## src/hdl/rcad_pkg.sv

```systemverilog
`default_nettype none
package rcad_pkg;

   // input item kinds
   typedef enum logic {
      KIND_TICK = 1'b0,
      KIND_LOAD = 1'b1
   } kind_type;

   // counter tops and rollover values
   localparam logic [5:0] SECOND_TOP = 6'd59;
   localparam logic [5:0] MINUTE_TOP = 6'd59;
   localparam logic [4:0] HOUR_TOP   = 5'd23;
   localparam logic [3:0] MONTH_TOP  = 4'd12;
   localparam logic [6:0] YEAR_TOP   = 7'd99;

   // reset values of the calendar
   localparam logic [5:0] SECOND_RESET = 6'd30;
   localparam logic [5:0] MINUTE_RESET = 6'd30;
   localparam logic [4:0] HOUR_RESET   = 5'd17;
   localparam logic [4:0] DAY_RESET    = 5'd14;
   localparam logic [3:0] MONTH_RESET  = 4'd12;
   localparam logic [6:0] YEAR_RESET   = 7'd16;

   // display line layout
   localparam int unsigned LineLen = 15;
   localparam logic [3:0] LAST_COL = 4'(LineLen - 1);

   localparam logic [5:0] CHAR_SLASH = 6'd47;
   localparam logic [5:0] CHAR_SPACE = 6'd32;
   localparam logic [5:0] CHAR_COLON = 6'd58;
   localparam logic [5:0] CHAR_ZERO  = 6'd48;

   // snapshot of the displayed fields, one per line
   typedef struct packed {
      logic [4:0] day;
      logic [3:0] month;
      logic [6:0] year;
      logic [4:0] hour;
      logic [5:0] minute;
   } snap_type;

   // write side of the line queue
   typedef struct packed {
      logic     push;
      snap_type data;
   } push_type;

   // read side of the line queue
   typedef struct packed {
      logic     full;
      logic     empty;
      snap_type head;
   } queue_status_type;

   // fixed month lengths, zero for codes that name no month
   function automatic logic [4:0] month_len(input logic [3:0] month);
      logic [4:0] len;
      case (month)
         4'd1, 4'd3, 4'd5, 4'd7, 4'd8, 4'd10, 4'd12: len = 5'd31;
         4'd4, 4'd6, 4'd9, 4'd11:                    len = 5'd30;
         4'd2:                                       len = 5'd28;
         default:                                    len = 5'd0;
      endcase
      return len;
   endfunction

   // one ascii digit of a two digit group, value taken modulo 100
   function automatic logic [5:0] digit_char(input logic [6:0] value,
                                             input logic       ones);
      logic [6:0]  m;
      logic [13:0] prod;
      logic [3:0]  tens;
      logic [6:0]  rem;
      m    = (value >= 7'd100) ? 7'(value - 7'd100) : value;
      // divide by ten through the reciprocal 103/1024, exact below 179
      prod = 14'(m) * 14'd103;
      tens = prod[13:10];
      rem  = 7'(m - 7'(tens) * 7'd10);
      return ones ? 6'(CHAR_ZERO + 6'(rem)) : 6'(CHAR_ZERO + 6'(tens));
   endfunction

   // character of the line at a given column
   function automatic logic [5:0] line_char(input snap_type snap,
                                            input logic [3:0] col);
      logic [5:0] c;
      case (col)
         4'd0, 4'd1:   c = digit_char(7'(snap.day), col == 4'd1);
         4'd3, 4'd4:   c = digit_char(7'(snap.month), col == 4'd4);
         4'd6, 4'd7:   c = digit_char(snap.year, col == 4'd7);
         4'd10, 4'd11: c = digit_char(7'(snap.hour), col == 4'd11);
         4'd13, 4'd14: c = digit_char(7'(snap.minute), col == 4'd14);
         4'd2, 4'd5:   c = CHAR_SLASH;
         4'd8, 4'd9:   c = CHAR_SPACE;
         4'd12:        c = CHAR_COLON;
         default:      c = CHAR_SPACE;
      endcase
      return c;
   endfunction

endpackage
`default_nettype wire

```

## src/hdl/rcad_front.sv

```systemverilog
`default_nettype none
module rcad_front
   import rcad_pkg::*;
(
   input  wire logic       clock,
   input  wire logic       reset,
   input  wire logic       accept,
   input  wire logic       kind,
   input  wire logic [4:0] load_day,
   input  wire logic [3:0] load_month,
   input  wire logic [6:0] load_year,
   input  wire logic [4:0] load_hour,
   input  wire logic [5:0] load_minute,
   input  wire logic [5:0] load_second,
   output push_type        push_out
);

   logic [5:0] second_ff, second_in;
   logic [5:0] minute_ff, minute_in;
   logic [4:0] hour_ff, hour_in;
   logic [4:0] day_ff, day_in;
   logic [3:0] month_ff, month_in;
   logic [6:0] year_ff, year_in;
   logic       line_in;
   logic [4:0] len;

   always_comb begin
      second_in = second_ff;
      minute_in = minute_ff;
      hour_in   = hour_ff;
      day_in    = day_ff;
      month_in  = month_ff;
      year_in   = year_ff;
      line_in   = 1'b0;
      len       = month_len(month_ff);
      if (accept) begin
         if (kind_type'(kind) == KIND_LOAD) begin
            day_in    = load_day;
            month_in  = load_month;
            year_in   = load_year;
            hour_in   = load_hour;
            minute_in = load_minute;
            second_in = load_second;
         end else if (second_ff < SECOND_TOP) begin
            second_in = 6'(second_ff + 6'd1);
         end else begin
            second_in = 6'd0;
            line_in   = 1'b1;
            if (minute_ff < MINUTE_TOP) begin
               minute_in = 6'(minute_ff + 6'd1);
            end else begin
               minute_in = 6'd0;
               if (hour_ff < HOUR_TOP) begin
                  hour_in = 5'(hour_ff + 5'd1);
               end else begin
                  hour_in = 5'd0;
                  // no month code: date stays as it is
                  if (len != 5'd0) begin
                     if (day_ff < len) begin
                        day_in = 5'(day_ff + 5'd1);
                     end else begin
                        day_in = 5'd1;
                        if (month_ff < MONTH_TOP) begin
                           month_in = 4'(month_ff + 4'd1);
                        end else begin
                           month_in = 4'd1;
                           year_in  = (year_ff < YEAR_TOP) ? 7'(year_ff + 7'd1) : 7'd0;
                        end
                     end
                  end
               end
            end
         end
      end
   end

   always_ff @(posedge clock) begin
      if (reset) begin
         second_ff <= SECOND_RESET;
         minute_ff <= MINUTE_RESET;
         hour_ff   <= HOUR_RESET;
         day_ff    <= DAY_RESET;
         month_ff  <= MONTH_RESET;
         year_ff   <= YEAR_RESET;
      end else begin
         second_ff <= second_in;
         minute_ff <= minute_in;
         hour_ff   <= hour_in;
         day_ff    <= day_in;
         month_ff  <= month_in;
         year_ff   <= year_in;
      end
   end

   // line shows the updated calendar
   always_comb begin
      push_out.push        = line_in;
      push_out.data.day    = day_in;
      push_out.data.month  = month_in;
      push_out.data.year   = year_in;
      push_out.data.hour   = hour_in;
      push_out.data.minute = minute_in;
   end

endmodule
`default_nettype wire

```

## src/hdl/rcad_queue.sv

```systemverilog
`default_nettype none
module rcad_queue
   import rcad_pkg::*;
(
   input  wire logic       clock,
   input  wire logic       reset,
   input  wire push_type   push_in,
   input  wire logic       pop,
   output queue_status_type status
);

   snap_type   mem_ff [2];
   logic       wr_ptr_ff, wr_ptr_in;
   logic       rd_ptr_ff, rd_ptr_in;
   logic [1:0] count_ff, count_in;
   logic       do_push;
   logic       do_pop;

   assign do_push = push_in.push && (count_ff != 2'd2);
   assign do_pop  = pop && (count_ff != 2'd0);

   always_comb begin
      wr_ptr_in = do_push ? ~wr_ptr_ff : wr_ptr_ff;
      rd_ptr_in = do_pop ? ~rd_ptr_ff : rd_ptr_ff;
      count_in  = count_ff;
      if (do_push && !do_pop) begin
         count_in = 2'(count_ff + 2'd1);
      end else if (do_pop && !do_push) begin
         count_in = 2'(count_ff - 2'd1);
      end
   end

   always_ff @(posedge clock) begin
      if (reset) begin
         wr_ptr_ff <= 1'b0;
         rd_ptr_ff <= 1'b0;
         count_ff  <= 2'd0;
      end else begin
         wr_ptr_ff <= wr_ptr_in;
         rd_ptr_ff <= rd_ptr_in;
         count_ff  <= count_in;
      end
   end

   always_ff @(posedge clock) begin
      if (do_push) begin
         mem_ff[wr_ptr_ff] <= push_in.data;
      end
   end

   always_comb begin
      status.full  = (count_ff == 2'd2);
      status.empty = (count_ff == 2'd0);
      status.head  = mem_ff[rd_ptr_ff];
   end

endmodule
`default_nettype wire

```

## src/hdl/rcad_back.sv

```systemverilog
`default_nettype none
module rcad_back
   import rcad_pkg::*;
(
   input  wire logic        clock,
   input  wire logic        reset,
   input  wire queue_status_type status,
   output logic             pop,
   output logic             rsp_valid,
   input  wire logic        rsp_stall,
   output logic [5:0]       rsp_char_code,
   output logic [3:0]       rsp_position,
   output logic             rsp_last
);

   snap_type   snap_ff, snap_in;
   logic       busy_ff, busy_in;
   logic [3:0] col_ff, col_in;
   logic       valid_ff, valid_in;
   logic [5:0] char_ff, char_in;
   logic [3:0] pos_ff, pos_in;
   logic       last_ff, last_in;
   logic       advance;

   assign advance = !valid_ff || !rsp_stall;

   always_comb begin
      snap_in  = snap_ff;
      busy_in  = busy_ff;
      col_in   = col_ff;
      valid_in = valid_ff;
      char_in  = char_ff;
      pos_in   = pos_ff;
      last_in  = last_ff;
      pop      = 1'b0;
      if (advance) begin
         if (busy_ff) begin
            valid_in = 1'b1;
            char_in  = line_char(snap_ff, col_ff);
            pos_in   = col_ff;
            last_in  = (col_ff == LAST_COL);
            col_in   = 4'(col_ff + 4'd1);
            busy_in  = (col_ff != LAST_COL);
         end else if (!status.empty) begin
            // start next line straight from the queue head
            pop      = 1'b1;
            snap_in  = status.head;
            valid_in = 1'b1;
            char_in  = line_char(status.head, 4'd0);
            pos_in   = 4'd0;
            last_in  = 1'b0;
            col_in   = 4'd1;
            busy_in  = 1'b1;
         end else begin
            valid_in = 1'b0;
         end
      end
   end

   always_ff @(posedge clock) begin
      if (reset) begin
         busy_ff  <= 1'b0;
         valid_ff <= 1'b0;
         col_ff   <= 4'd0;
      end else begin
         busy_ff  <= busy_in;
         valid_ff <= valid_in;
         col_ff   <= col_in;
      end
   end

   always_ff @(posedge clock) begin
      snap_ff <= snap_in;
      char_ff <= char_in;
      pos_ff  <= pos_in;
      last_ff <= last_in;
   end

   assign rsp_valid     = valid_ff;
   assign rsp_char_code = char_ff;
   assign rsp_position  = pos_ff;
   assign rsp_last      = last_ff;

endmodule
`default_nettype wire

```

## src/hdl/rtc_calendar_with_ascii_display.sv

```systemverilog
// channel   direction   handshake            payload
// req       in          req_valid/req_stall  kind, load day/month/year/hour/minute/second
// rsp       out         rsp_valid/rsp_stall  char_code, position, last
//
// a load or tick transfer is taken every cycle while the line queue has room
// a minute rollover queues one snapshot; the emitter sends 15 characters,
// one per cycle while rsp_stall is low, each from the character register
// the two-entry line queue raises req_stall only when full
// rsp_stall holds the character register; the calendar counts on until the queue fills
// synchronous reset loads 14/12/16 17:30:30 and empties queue and emitter
`default_nettype none
module rtc_calendar_with_ascii_display
   import rcad_pkg::*;
(
   input  wire logic       clock,
   input  wire logic       reset,
   // request channel
   input  wire logic       req_valid,
   output logic            req_stall,
   input  wire logic       req_kind,
   input  wire logic [4:0] req_load_day,
   input  wire logic [3:0] req_load_month,
   input  wire logic [6:0] req_load_year,
   input  wire logic [4:0] req_load_hour,
   input  wire logic [5:0] req_load_minute,
   input  wire logic [5:0] req_load_second,
   // response channel
   output logic            rsp_valid,
   input  wire logic       rsp_stall,
   output logic [5:0]      rsp_char_code,
   output logic [3:0]      rsp_position,
   output logic            rsp_last
);

   push_type         push;
   queue_status_type status;
   logic             pop;
   logic             req_accept;

   // front may only run when a line it might produce has a slot
   assign req_stall  = status.full;
   assign req_accept = req_valid && !req_stall;

   // calendar counters and line snapshot
   rcad_front u_front (
      .clock       (clock),
      .reset       (reset),
      .accept      (req_accept),
      .kind        (req_kind),
      .load_day    (req_load_day),
      .load_month  (req_load_month),
      .load_year   (req_load_year),
      .load_hour   (req_load_hour),
      .load_minute (req_load_minute),
      .load_second (req_load_second),
      .push_out    (push)
   );

   // lines waiting for display
   rcad_queue u_queue (
      .clock   (clock),
      .reset   (reset),
      .push_in (push),
      .pop     (pop),
      .status  (status)
   );

   // character emitter
   rcad_back u_back (
      .clock         (clock),
      .reset         (reset),
      .status        (status),
      .pop           (pop),
      .rsp_valid     (rsp_valid),
      .rsp_stall     (rsp_stall),
      .rsp_char_code (rsp_char_code),
      .rsp_position  (rsp_position),
      .rsp_last      (rsp_last)
   );

endmodule
`default_nettype wire
```

## config.mk

```make
export PLATFORM = sky130hd
export DESIGN_NAME = rtc_calendar_with_ascii_display
export DESIGN_NICKNAME = d
export VERILOG_FILES = /design/src/hdl/rcad_pkg.sv /design/src/hdl/rcad_front.sv /design/src/hdl/rcad_queue.sv /design/src/hdl/rcad_back.sv /design/src/hdl/rtc_calendar_with_ascii_display.sv
export SDC_FILE = /design/constraint.sdc
export NUM_CORES = 1
export LEC_CHECK = 0
export BUFFER_PORTS_ARGS = -buffer_cell sky130_fd_sc_hd__buf_4
export CAP_MARGIN = 25
export CORE_MARGIN = 2
export CORE_UTILIZATION = 30
export DETAILED_ROUTE_END_ITERATION = 10
export PLACE_DENSITY = 0.44
export SYNTH_ARGS = -nofsm -noshare
export SYNTH_HDL_FRONTEND = slang
export SYNTH_SLANG_ARGS = --single-unit
export TNS_END_PERCENT = 10
```

## constraint.sdc

```tcl
create_clock -name clock -period 9.17 [get_ports clock]
set_clock_uncertainty 0.15 [all_clocks]
set_input_delay 1.834 -clock clock [delete_from_list [all_inputs] [get_ports clock]]
set_output_delay 1.834 -clock clock [all_outputs]
set_load 0.02 [all_outputs]
```

## Word-level counts from Yosys, hierarchy flattened

Memories as Yosys holds them, arrays and structs flattened. A register that Yosys moved wholly into a read port is not among the register bits.
Index checks and enable logic that the tools add are counted.

| operators by class | value |
|---|---|
| add/subtract/negate cells | 27 |
| multipliers | 11 |
| order comparisons | 8 |
| eq/ne operators | 16 |
| multiplexer cells | 66 |
| bitwise logic cells | 4 |
| reduce and logical (&&, ||, !) cells | 24 |

Operator list:

| kind | number |
|---|---|
| two-way mux 6 bit | 13 |
| two-way mux 7 bit | 11 |
| two-way mux 5 bit | 12 |
| two-way mux 4 bit | 13 |
| one-hot mux 6 bit (7 select lines) | 1 |
| multiplier 5 x 7 -> 12 bit (second input constant) | 3 |
| adder 6 bit (first input constant) | 5 |
| multiplier 7 x 7 -> 14 bit (second input constant) | 2 |
| == test 4 bit (second input constant) | 5 |
| adder 5 x 3 -> 6 bit (first input constant) | 3 |
| == test 4 x 3 -> 1 bit (second input constant) | 4 |
| two-way mux 1 bit | 14 |
| adder 5 x 5 -> 6 bit (first input constant) | 2 |
| adder 6 x 1 -> 6 bit (second input constant) | 2 |
| less-than comparator 6 bit (second input constant) | 2 |
| OR reduction 2 bit | 6 |
| subtractor 5 x 6 -> 6 bit | 2 |
| subtractor 6 bit | 2 |
| multiplier 4 x 7 -> 11 bit (second input constant) | 1 |
| adder 5 x 1 -> 5 bit (second input constant) | 2 |
| multiplier 2 x 3 -> 5 bit (second input constant) | 2 |
| multiplier 4 x 3 -> 5 bit (second input constant) | 2 |
| adder 4 x 1 -> 4 bit (second input constant) | 2 |
| == test 4 x 2 -> 1 bit (second input constant) | 2 |
| other kinds (29) | 43 |

| word-level totals | value |
|---|---|
| bits in registers | 81 |
| memory bits (writable) | 54 |
| bits in read-only memories | 80 |
| bits of input ports | 38 |
| output and inout port bits | 13 |
| logic and storage cells | 178 |
| memories kept | 2 |

Memories:

| name | depth | bits a word | rd ports | clocked after memory_dff | write ports | line | source |
|---|---|---|---|---|---|---|---|
| (name not given) | 16 | 5 | 1 | 1 | 0 | rcad_pkg.sv:59 | `case (month)` |
| u_queue.mem_ff | 2 | 27 | 1 | 1 | 1 | rcad_queue.sv:12 | `snap_type mem_ff [2];` |

## Longest topological paths before layout

Gate-level depths: netlist of run 1.

| logic depth | value |
|---|---|
| depth in word-level cells | 10 |
| gate-level depth with buffers | 29 |
| gate-level depth less buffers | 29 |

## Modules after synthesis

From an unflattened synthesis of run 1, not the netlist that was laid out.

| unflattened totals | value |
|---|---|
| cell total of the unflattened synthesis | 1133 |
| area total of the unflattened synthesis | 11584.9 µm² |

By module, submodules not included:

| module | instances | cells an instance | area an instance (µm²) | sequential area each (µm²) |
|---|---|---|---|---|
| rcad_back | 1 | 699 | 6795.3 | 1261.2 |
| rcad_front | 1 | 324 | 2612.5 | 720.7 |
| rcad_queue | 1 | 109 | 2163.3 | 1721.7 |
| rtc_calendar_with_ascii_display | 1 | 1 | 13.8 | 0.0 |

## Worst setup path after synthesis of run 1

Ideal clock, no wire load.

| timing path | value |
|---|---|
| kind | reg2reg |
| from | register u_back.snap_ff[13] (netlist name) |
| to | register u_back.char_ff[5] (netlist: u_back.rsp_char_code[5]) (data pin) |
| setup time | 267 ps |
| arrival | 6076 ps |
| required time | 8753 ps |
| setup slack | 2677 ps |
| stages on the path, launching flop included | 28 |
| path buffers | 0 |
| clock period less this slack | 6493 ps |
| path through | edfxtp_1 -> or3_1 -> or2_2 -> nand3_1 -> mux2i_1 -> ha_1 -> inv_1 -> fa_1 -> inv_1 -> fa_1 -> ha_1 -> ha_1 -> nand4_1 -> a21oi_1 -> nor3_1 -> o31ai_1 -> xor2_1 -> ha_1 -> inv_1 -> ha_1 -> ha_1 -> a21o_1 -> a21oi_1 -> xnor2_1 -> xnor2_1 -> xnor2_1 -> xnor2_1 -> o211ai_1 |

| on the way | value |
|---|---|
| cells in the longest elaborated chain, start to end | 9 |
| elaborated cells on any way between the ends | 11 |
| those cells by class | 4 x add/sub; 2 x mul; 1 x order compare; 4 x mux |

Ends and longest elaborated chain:

| what | line | source |
|---|---|---|
| from (decl) | rcad_back.sv:16 | `snap_type snap_ff, snap_in;` |
| from (signal assigned) | rcad_back.sv:73 | `snap_ff <= snap_in;` |
| subtractor 7 bit / greater-or-equal comparator 7 bit (equally long branches) | rcad_pkg.sv:75 | `m = (value >= 7'd100) ? 7'(value - 7'd100) : value;` |
| two-way mux 7 bit * | rcad_pkg.sv:75 |  |
| multiplier 7 x 7 -> 14 bit | rcad_pkg.sv:77 | `prod = 14'(m) * 14'd103;` |
| multiplier 4 x 3 -> 5 bit | rcad_pkg.sv:79 | `rem = 7'(m - 7'(tens) * 7'd10);` |
| subtractor 6 bit | rcad_pkg.sv:79 |  |
| adder 6 bit | rcad_pkg.sv:80 | `return ones ? 6'(CHAR_ZERO + 6'(rem)) : 6'(CHAR_ZERO + 6'(tens));` |
| two-way mux 6 bit * | rcad_pkg.sv:80 |  |
| one-hot mux 6 bit (7 select lines) * | rcad_pkg.sv:87 | `case (col)` |
| two-way mux 6 bit * | rcad_back.sv:37 | `if (busy_ff) begin` |
| to (signal assigned) | rcad_back.sv:74 | `char_ff <= char_in;` |
| to (decl) | rcad_back.sv:20 | `logic [5:0] char_ff, char_in;` |

Every way passes the cells marked *; elsewhere a longest branch is shown, timed or not.
A chain may end at the register's enable or synchronous reset.

## Final worst setup path of run 1

Ends and elaborated chain as after synthesis.

==> results of run 1 <==
-- critical path, delay by kind of cell (launching register included) --
family	cells	cell delay [ns]
buffers and inverters	3	0.17
AOI/OAI and AO/OA	5	0.95
adders and majority gates	8	2.68
and+or+nand+nor	5	1.06
xor gates and xnor gates	5	0.93
DFF	1	0.45
muxes	1	0.39
-- area by class of cell --
class / instances / share of cell area, %
clock inverter: 15 / 1.62
clock buffer: 17 / 3.32
inverter: 114 / 3.34
tap: 474 / 4.63
timing repair buffer: 58 / 3.40
sequential: 139 / 28.9
multi-input combinational: 822 / 54.8
-- registers in the layout (all words and copies together) (netlist names), named ones only --
signal                flops
u_back.busy_ff            1
u_back.col_ff             4
u_back.rsp_char_code      6
u_back.rsp_last           1
u_back.rsp_position       4
u_back.rsp_valid          1
u_back.snap_ff           27
u_front.day_ff            5
u_front.hour_ff           5
u_front.len               3
u_front.minute_ff         6
u_front.month_ff          4
u_front.second_ff         6
u_front.year_ff           7
u_queue.count_ff          2
u_queue.mem_ff           54
u_queue.rd_ptr_ff         1
u_queue.wr_ptr_ff         1
-- per-layer routing --
metal | global-route usage, % | vias up
li1 | - | 4118
met1 | 18.9 | 3784
met2 | 22.8 | 141
met3 | 2.45 | 34
met4 | 4.51 | 0
met5 | 0 | -
-- final timing paths --
| check | startpoint | endpoint | slack, ns | cells after the start |
|---|---|---|---|---|
| max | u_back.snap_ff[13]$_DFFE_PP_ | u_back.rsp_char_code[5]$_SDFFCE_PN1P_ | 2.12 | 27 |
| min | u_front.second_ff[1]$_SDFFE_PP1P_ | u_front.second_ff[1]$_SDFFE_PP1P_ | 0.35 | 1 |
| max reg2reg | u_back.snap_ff[13]$_DFFE_PP_ | u_back.rsp_char_code[5]$_SDFFCE_PN1P_ | 2.12 | 27 |
| min reg2reg | u_front.second_ff[1]$_SDFFE_PP1P_ | u_front.second_ff[1]$_SDFFE_PP1P_ | 0.35 | 1 |
-- metrics by stage --
step	cell area (um^2)	hold slack [ns]	std cells	setup WS, ns	utilization, %
after detailed placement	12200	0.331	1606	2.13	32.6
after global placement	12200	0.327	1606	2.17	32.6
after global routing	12800	0.396	1639	1.65	34.3
after CTS	12800	0.346	1638	2.09	34.3
after floorplan	11300	0.305	1108	2.68	-
final	12800	0.347	1639	2.12	34.3
-- layout by cell type, fill, tap and decap left out, drive strengths merged, types with 6 or more instances in the layout --
master  Yosys  layout
a22oi      11      11
xor2       23      23
and2       12      12
fa         30      30
edfxtp     92      92
or2        19      19
o22ai       8       8
nand2b     10      10
xnor2      28      28
a211oi     11      11
clkbuf     26      17
a31oi       9       9
or3        13      13
nor3       21      21
mux2       24      24
nand3      26      26
nor2b      24      24
nor2       55      55
nand4      10      10
a21o       17      17
o211ai      9       9
a21oi      47      47
and3        6       6
o21ai      49      49
mux2i       9       9
buf         7      58
nand2      58      58
a22o        7       7
inv       114     120
o21a        6       6
dfxtp      47      47
ha        208     208
-- logic make-up after synthesis --
kind of cell	Yosys count	share of synthesized area, %
DFF	139	32.8
and+or+nand+nor	273	12.6
AOI/OAI and AO/OA	227	14.0
buffers and inverters	147	5.04
xor gates and xnor gates	51	3.96
adders and majority gates	238	28.4
muxes	33	3.20
==> impl_metrics.yaml, run 1 <==
outcome:
  outcome: "completed"
clocking:
  tritoncts: "done"
  clock_path_buffers: 2
  cts-buffers-inserted: 17
  cts_setup_buffers: 0
  htreeDepth: 4
  numClockSinks: 139
  ctsResizeCount: 0
  clkLatencyLatePin_ns: 0.43
  cts_root_buf: "clkbuf_16"
  path_clk_slew_ns: 0.07
  hold_buffers: 0
sta:
  max_freq_ghz: 0.142
  hold_violations: 0
  tightest_slew_ns: 0.814
  slew_viol_final: 0
  rsz0062_at_grt: "false"
  finalSetupTns_ns: 0
  fin_crit_sh_pct: 76.9
  min_period_ns: 7.05
  setup_viol: 0
  slew_headroom_pct: 45.6
setup_path:
  path_class: "flip-flop to flip-flop"
  start_kind: "flip-flop"
  max_stage_delay_ns: 0.49
  worst_ep_required_time_ns: 9.19
  cp_slowest_cell: "fa_1"
  crit_path_end_kind: "flip-flop"
  crit_fanout: 4
  arrival_ns: 7.07
  critPathMostFrequentCell: "ha_1"
routing:
  m1WireLength_um: 13100
  highest-signal-layer: "met4"
  drt.antenna.violating_nets: 0
  viasPerCell: 4.93
  dr_wl_met3_um: 870
  drc_errors: 0
  wl_per_cell_um: 15.9
  wirelength_um: 26100
  dr_wl_met2_um: 11700
  drt_iter0_markers: 368
  drt-pass1-iter-count: 4
  dr_total_vias: 8077
die:
  start_util_pct: 30.2
  die_w_um: 198
  std_cell_rows: 71
  die_h_um: 198
  die_area_um2: 39100
  io_pins: 51
  core_area_um2: 37300
layout:
  antenna_cells: 0
  fin_nets: 1428
  multi_input_area_um2: 7010
  layout.area.seq_um2: 3700
  fillers: 3807
  area_growth_pct: 13.6
  drive_gt1_share_pct: 12.4
logic_synthesis:
  yosysMostFrequentCell: "ha_1"
  yosysUniqueCellTypes: 76
  synth-edff-count: 92
  yosys-top-cells-area: "edfxtp_1 25%, ha_1 23%, dfxtp_1 8.3%"
  syn-num-nets: 1384
  synth.avg_cell_area_um2: 10.2
  netlist_top_cells_count: "208 x ha_1, 114 x inv_1, 92 x edfxtp_1"
  ys.flop_type: "edfxtp_1"
  syn_inst: 1108
  yosysTopAreaCell: "edfxtp_1"
  synth_area_um2: 11300
  yosysSeqAreaShare_pct: 32.8
  synth_warnings: 0
  ys_seq_elements: 139
  synth.top_cell.area_share_pct: 24.5
  async_reset_ff_share_pct: 0
global_route:
  grt_max_degree: 48
  antenna_found_initial: 0
  grtUsageTotal_pct: 14.0
  overflow: 0
  grt_pass1_vias: 8188
  grt_pass1_wl_um: 43000
hold_path:
  hold_class: "flip-flop to flip-flop"
placed_design:
  hpwlAfterDp_um: 20300
  gp_congestion: 0.845
  port-buffer-count: 50
job:
  max_cap_violations: 0
Power of run 1 is left out: the tool's default activity adds up to more than one toggle a clock period on the data nets, which glitch-free logic cannot reach.
==> run 2, diff against run 1 <==
- ABC_AREA: not set -> 1
- clock period: 9.17 -> 7.2 ns (I/O delays scaled with it)
==> run 2 against run 1 <==
Global-route usage increased by 0.67 points. Setup slack lost 1.5 ns. Synthesized area rose by 5.8%. Clock-buffer cell count is the same. Sequential share of layout area is 1.5 points lower. Sequential cell count unchanged. Design area increased by 5.6%. Largest cell class unchanged.
==> impl_metrics.yaml, run 2 <==
outcome:
  outcome: "completed"
placed_design:
  port-buffer-count: 50
  hpwlAfterDp_um: 23400
  gp_congestion: 0.833
  dp_slack_ns: 0.533
routing:
  viasPerCell: 4.66
  wirelength_um: 29200
  dr_total_vias: 9381
  drt_iter0_markers: 431
  drt.antenna.violating_nets: 0
  drc_errors: 0
  drt-pass1-iter-count: 5
  wl_per_cell_um: 14.5
clocking:
  tritoncts: "done"
  hold_buffers: 0
  clock_path_buffers: 2
  cts-buffers-inserted: 17
  cts_setup_buffers: 0
  htreeDepth: 4
  ctsResizeCount: 0
  numClockSinks: 139
  clkLatencyLatePin_ns: 0.44
  cts_root_buf: "clkbuf_16"
  path_clk_slew_ns: 0.07
setup_path:
  crit_path_end_kind: "flip-flop"
  start_kind: "flip-flop"
  worst_ep_required_time_ns: 7.22
  arrival_ns: 6.64
  r2r_slack_ns: 0.58
  r2r_end: "u_back.rsp_char_code[4]$_SDFFCE_PN1P_"
  critPathMostFrequentCell: "ha_1"
  max_stage_delay_ns: 0.59
  r2r_cells: 29
  crit_fanout: 6
  path_class: "flip-flop to flip-flop"
  cp_slowest_cell: "o21ai_0"
  rr_startpoint: "u_back.snap_ff[12]$_DFFE_PP_"
die:
  io_pins: 51
  die_w_um: 203
  die_h_um: 203
  std_cell_rows: 73
  core_area_um2: 39500
  die_area_um2: 41400
  start_util_pct: 30.2
sta:
  rsz0062_at_grt: "false"
  max_freq_ghz: 0.151
  finalWorstSetupSlack_ns: 0.576
  slew_viol_final: 0
  tightest_slew_ns: 0.959
  min_period_ns: 6.62
  hold_violations: 0
  finalSetupTns_ns: 0
  setup_viol: 0
  slew_headroom_pct: 35.4
  fin_crit_sh_pct: 92.0
logic_synthesis:
  yosysTopAreaCell: "edfxtp_1"
  ys_seq_elements: 139
  synth_area_um2: 11900
  async_reset_ff_share_pct: 0
  synth.top_cell.area_share_pct: 23.2
  synth_warnings: 0
  synth.avg_cell_area_um2: 8.40
  yosysUniqueCellTypes: 54
  yosysSeqAreaShare_pct: 31.0
  ys.flop_type: "edfxtp_1"
  syn-num-nets: 1696
  yosysMostFrequentCell: "nand2_1"
  synth-edff-count: 92
  syn_inst: 1420
  netlist_top_cells_count: "268 x nand2_1, 247 x inv_1, 208 x ha_1"
  yosys-top-cells-area: "edfxtp_1 23%, ha_1 22%, nand2_1 8.4%"
layout:
  area_growth_pct: 13.3
  final_cell_mix: "268 x nand2_1, 247 x inv_1, 208 x ha_1"
  drive_gt1_share_pct: 10.1
  antenna_cells: 0
  final_common_cell: "nand2_1"
  largest_reg_flops: 54
  regMostFlops: "u_queue.mem_ff"
  fin_nets: 1751
  reg.largest.list: "u_queue.mem_ff (54), u_back.snap_ff (27), u_front.year_ff (7)"
global_route:
  grt_pass1_wl_um: 48400
  grt_max_degree: 36
  grt_pass1_vias: 9493
  antenna_found_initial: 0
  grtUsageTotal_pct: 14.7
  overflow: 0
job:
  max_cap_violations: 0
hold_path:
  hp-start: "u_queue.rd_ptr_ff$_SDFFE_PP0P_"
  timing.hold.worst_path_depth: 2
  hold_class: "flip-flop to flip-flop"
[run 2: cell types whose count changed in the layout (fill, tap and decap cells not counted), moves of 18 or more]
cell	before	now
nand2_1	58	268
inv_1	114	247
nand3_1	26	73
a21oi_1	47	81
nor2_1	55	81
nor2b_1	23	0
xnor2_1	28	9
o21ai_0	48	66
[run 2: worst max-delay path: cells and delay by family, from the launching register on]
family	cells	cell delay (ns)
AND/OR/NAND/NOR	10	1.19
adder cells (fa/ha/maj)	9	2.95
buffers and inverters	6	0.45
AO/OA/AOI/OAI	4	1.17
flip-flops	1	0.45
[run 2: cell type report]
class                           count  area [um^2]
Inverter                          254          953
Clock buffer                       17          425
Tap cell                          525          657
Multi-Input combinational cell   1007         7200
Timing Repair Buffer               56          420
Clock inverter                     15          151
Sequential cell                   139         3700
Fill cell                        4149        25900
[run 2: how the worst max path moves through the flow]
| stage | slack (ns) | startpoint | to | cells after the start |
|---|---|---|---|---|
| global placement | 0.69 | u_back.snap_ff[12]$_DFFE_PP_ | u_back.rsp_char_code[4]$_SDFFCE_PN1P_ | 29 |
| detailed placement | 0.53 | u_back.snap_ff[11]$_DFFE_PP_ | u_back.rsp_char_code[4]$_SDFFCE_PN1P_ | 29 |
| floorplan | 1.18 | u_back.snap_ff[11]$_DFFE_PP_ | u_back.rsp_char_code[4]$_SDFFCE_PN1P_ | 29 |
| finish | 0.58 | u_back.snap_ff[12]$_DFFE_PP_ | u_back.rsp_char_code[4]$_SDFFCE_PN1P_ | 29 |
| global route | 0.02 | u_back.snap_ff[11]$_DFFE_PP_ | u_back.rsp_char_code[4]$_SDFFCE_PN1P_ | 29 |
| CTS | 0.52 | u_back.snap_ff[11]$_DFFE_PP_ | u_back.rsp_char_code[4]$_SDFFCE_PN1P_ | 29 |
[run 2: stage by stage]
| stage | instance area [um^2] | util [%] | instances | hold WS [ns] |
|---|---|---|---|---|
| CTS | 13500 | 34.3 | 2013 | 0.317 |
| global route | 13500 | 34.3 | 2013 | 0.325 |
| detailed placement | 12900 | 32.8 | 1981 | 0.326 |
| floorplan | 11900 | - | 1420 | 0.298 |
| finish | 13500 | 34.3 | 2013 | 0.313 |
| global placement | 12900 | 32.8 | 1981 | 0.303 |
[run 2: per-layer routing]
layer	routed length [um]	GRT usage, %	vias to the layer above
li1	-	-	4857
met1	14300	19.4	4347
met2	13700	25.2	155
met3	823	2.25	22
met4	331	3.39	0
met5	0	0	-
[run 2: cells by family after synthesis]
kind of cell / after synthesis / synth area share [%]
fa+ha+maj: 238 / 26.8
flops: 139 / 31.0
mux: 23 / 2.17
xor+xnor: 27 / 1.98
buf+inv: 274 / 8.67
compound gates: 202 / 9.56
simple gates: 517 / 19.7
Power of run 2 is left out for the same reason.
==> run 3, diff against run 2 <==
- CORE_MARGIN: 2 -> not set
- CTS_BUF_LIST: not set -> sky130_fd_sc_hd__clkbuf_8
- PLACE_DENSITY: 0.44 -> 0.45
- clock period: 7.2 -> 5.5 ns (I/O delays scaled with it)
==> run 3 against run 2 <==
The flow now finishes with violations (setup timing). Sequential share of layout area fell by 1.5 points. Design area up 5.7%. Global-route usage barely moved. Non-clock buffer count up 67. Hold slack improved by 0.019 ns. Setup slack worse by 0.64 ns. Via count up 1.3%. Core utilization rose by 2.5 points. Clock-buffer cell count unchanged. Critical path depth rose by 1. Highest routed layer unchanged.
==> impl_metrics.yaml, run 3 (synthesized netlist as in run 2, its figures left out) <==
layout:
  largest_reg_flops: 54
  final_area_um2: 14300
  fin_nets: 1818
  regMostFlops: "u_queue.mem_ff"
  final_cell_mix: "254 x nand2_1, 237 x inv_1, 188 x ha_1"
  final_common_cell: "nand2_1"
  antenna_cells: 0
  drive_gt1_share_pct: 18.6
  reg.largest.list: "u_queue.mem_ff (54), u_back.snap_ff (27), u_front.year_ff (7)"
  fillers: 4075
  area_growth_pct: 19.7
setup_path:
  crit_family: "adder cells"
  r2r_end: "u_back.rsp_char_code[5]$_SDFFCE_PN1P_"
  rr_startpoint: "u_back.snap_ff[14]$_DFFE_PP_"
  cp_slowest_cell: "fa_1"
  crit_path_end_kind: "flip-flop"
  arrival_ns: 5.65
  start_kind: "flip-flop"
  r2r_cells: 30
  cp_num_cells: 30
  worst_ep_required_time_ns: 5.59
  r2r_slack_ns: -0.06
  crit_fanout: 6
  startpoint: "u_back.snap_ff[14]$_DFFE_PP_"
  cp_num_buf_inv: 6
  max_stage_delay_ns: 0.53
  path_class: "flip-flop to flip-flop"
clocking:
  clkLatencyLatePin_ns: 0.46
  cts-buffers-inserted: 17
  htreeDepth: 4
  numClockSinks: 139
  hold_buffers: 0
  path_clk_slew_ns: 0.11
  cts_root_buf: "clkbuf_8"
  tritoncts: "done"
  clock_path_buffers: 2
routing:
  wirelength_um: 29000
  viasPerCell: 4.58
  wl_per_cell_um: 14.0
  drc_errors: 0
  drt_iter0_markers: 495
  drt-pass1-iter-count: 4
  drt.antenna.violating_nets: 0
  dr_total_vias: 9499
die:
  core_area_um2: 38900
  die_w_um: 201
  io_pins: 51
  die_h_um: 201
  die_area_um2: 40600
  start_util_pct: 30.7
  std_cell_rows: 72
sta:
  rsz0062_at_grt: "true"
  setup_viol: 1
  slew_headroom_pct: 50.0
  hold_violations: 0
  min_period_ns: 5.56
  slew_viol_final: 0
  max_freq_ghz: 0.180
  finalWorstSetupSlack_ns: -0.0631
  fin_crit_sh_pct: 101
  tightest_slew_ns: 0.748
outcome:
  outcome: "finished, violations left"
  failed_checks: "setup timing"
global_route:
  grt_pass1_wl_um: 47700
  overflow: 0
  antenna_found_initial: 0
  grt_pass1_vias: 9525
  grtUsageTotal_pct: 14.7
  grt_max_degree: 35
placed_design:
  hpwlAfterDp_um: 23500
  dpl_cell_area_um2: 13400
  port-buffer-count: 50
  gp_congestion: 0.870
hold_path:
  min_to: "u_queue.rd_ptr_ff$_SDFFE_PP0P_"
  timing.hold.worst_path_depth: 2
  hold_class: "flip-flop to flip-flop"
  hp-start: "u_queue.rd_ptr_ff$_SDFFE_PP0P_"
job:
  max_cap_violations: 0
run 3: cell count changes in the layout (fill, tap and decap cells not counted), sizes merged:
cell / delta
clkinv: +2
clkinvlp: -2
buf: +67
run 3: timing repair:
item                                    CTS  global route
endpoints found under the setup margin    3             5
pin swaps                                 8            45
hold endpoints to repair                  0             0
buffers inserted                          2             6
gates resized for setup                  16            61
run 3: area by class of cell:
type	instances	area, um^2	area share [%]
repair buffers	123	935	6.54
clock inverters	15	173	1.21
multi-input cells	1007	7640	53.5
inverters	254	953	6.67
flip-flops and latches	139	3700	25.9
well taps	518	648	4.54
clock buffers	17	234	1.64
run 3: metal layers:
layer	vias up	GRT usage (%)	part of all wire [%]
li1	4996	-	-
met2	144	24.5	46
met4	0	3.65	1.3
met5	-	0	0
met1	4334	19.7	50
met3	25	2.33	2.7
run 3: worst min-delay path, cell delays in order (launching register included):
cell and delay (ns):
dfxtp_1 0.30, inv_1 0.07, a21oi_1 0.06
run 3: how the worst max path moves through the flow:
stage	endpoint
after floorplan	u_back.rsp_char_code[5]$_SDFFCE_PN1P_
after global placement	u_back.rsp_char_code[4]$_SDFFCE_PN1P_
after detailed placement	u_back.rsp_char_code[4]$_SDFFCE_PN1P_
after CTS	u_back.rsp_char_code[5]$_SDFFCE_PN1P_
after global routing	u_back.rsp_char_code[5]$_SDFFCE_PN1P_
final	u_back.rsp_char_code[5]$_SDFFCE_PN1P_
run 3: through the flow:
stage                     instances  hold slack, ns  util, %  worst slack (ns)  TNS [ns]
after floorplan                1420           0.298        -           0.00107         0
after global placement         2032           0.311     34.6            -0.253    -0.562
after detailed placement       2032           0.324     34.6            -0.341    -0.701
after CTS                      2066           0.336     35.9            -0.133    -0.197
after global routing           2073           0.358     36.7            -0.360    -0.884
final                          2073           0.331     36.7           -0.0631   -0.0631
Power of run 3 is left out for the same reason.
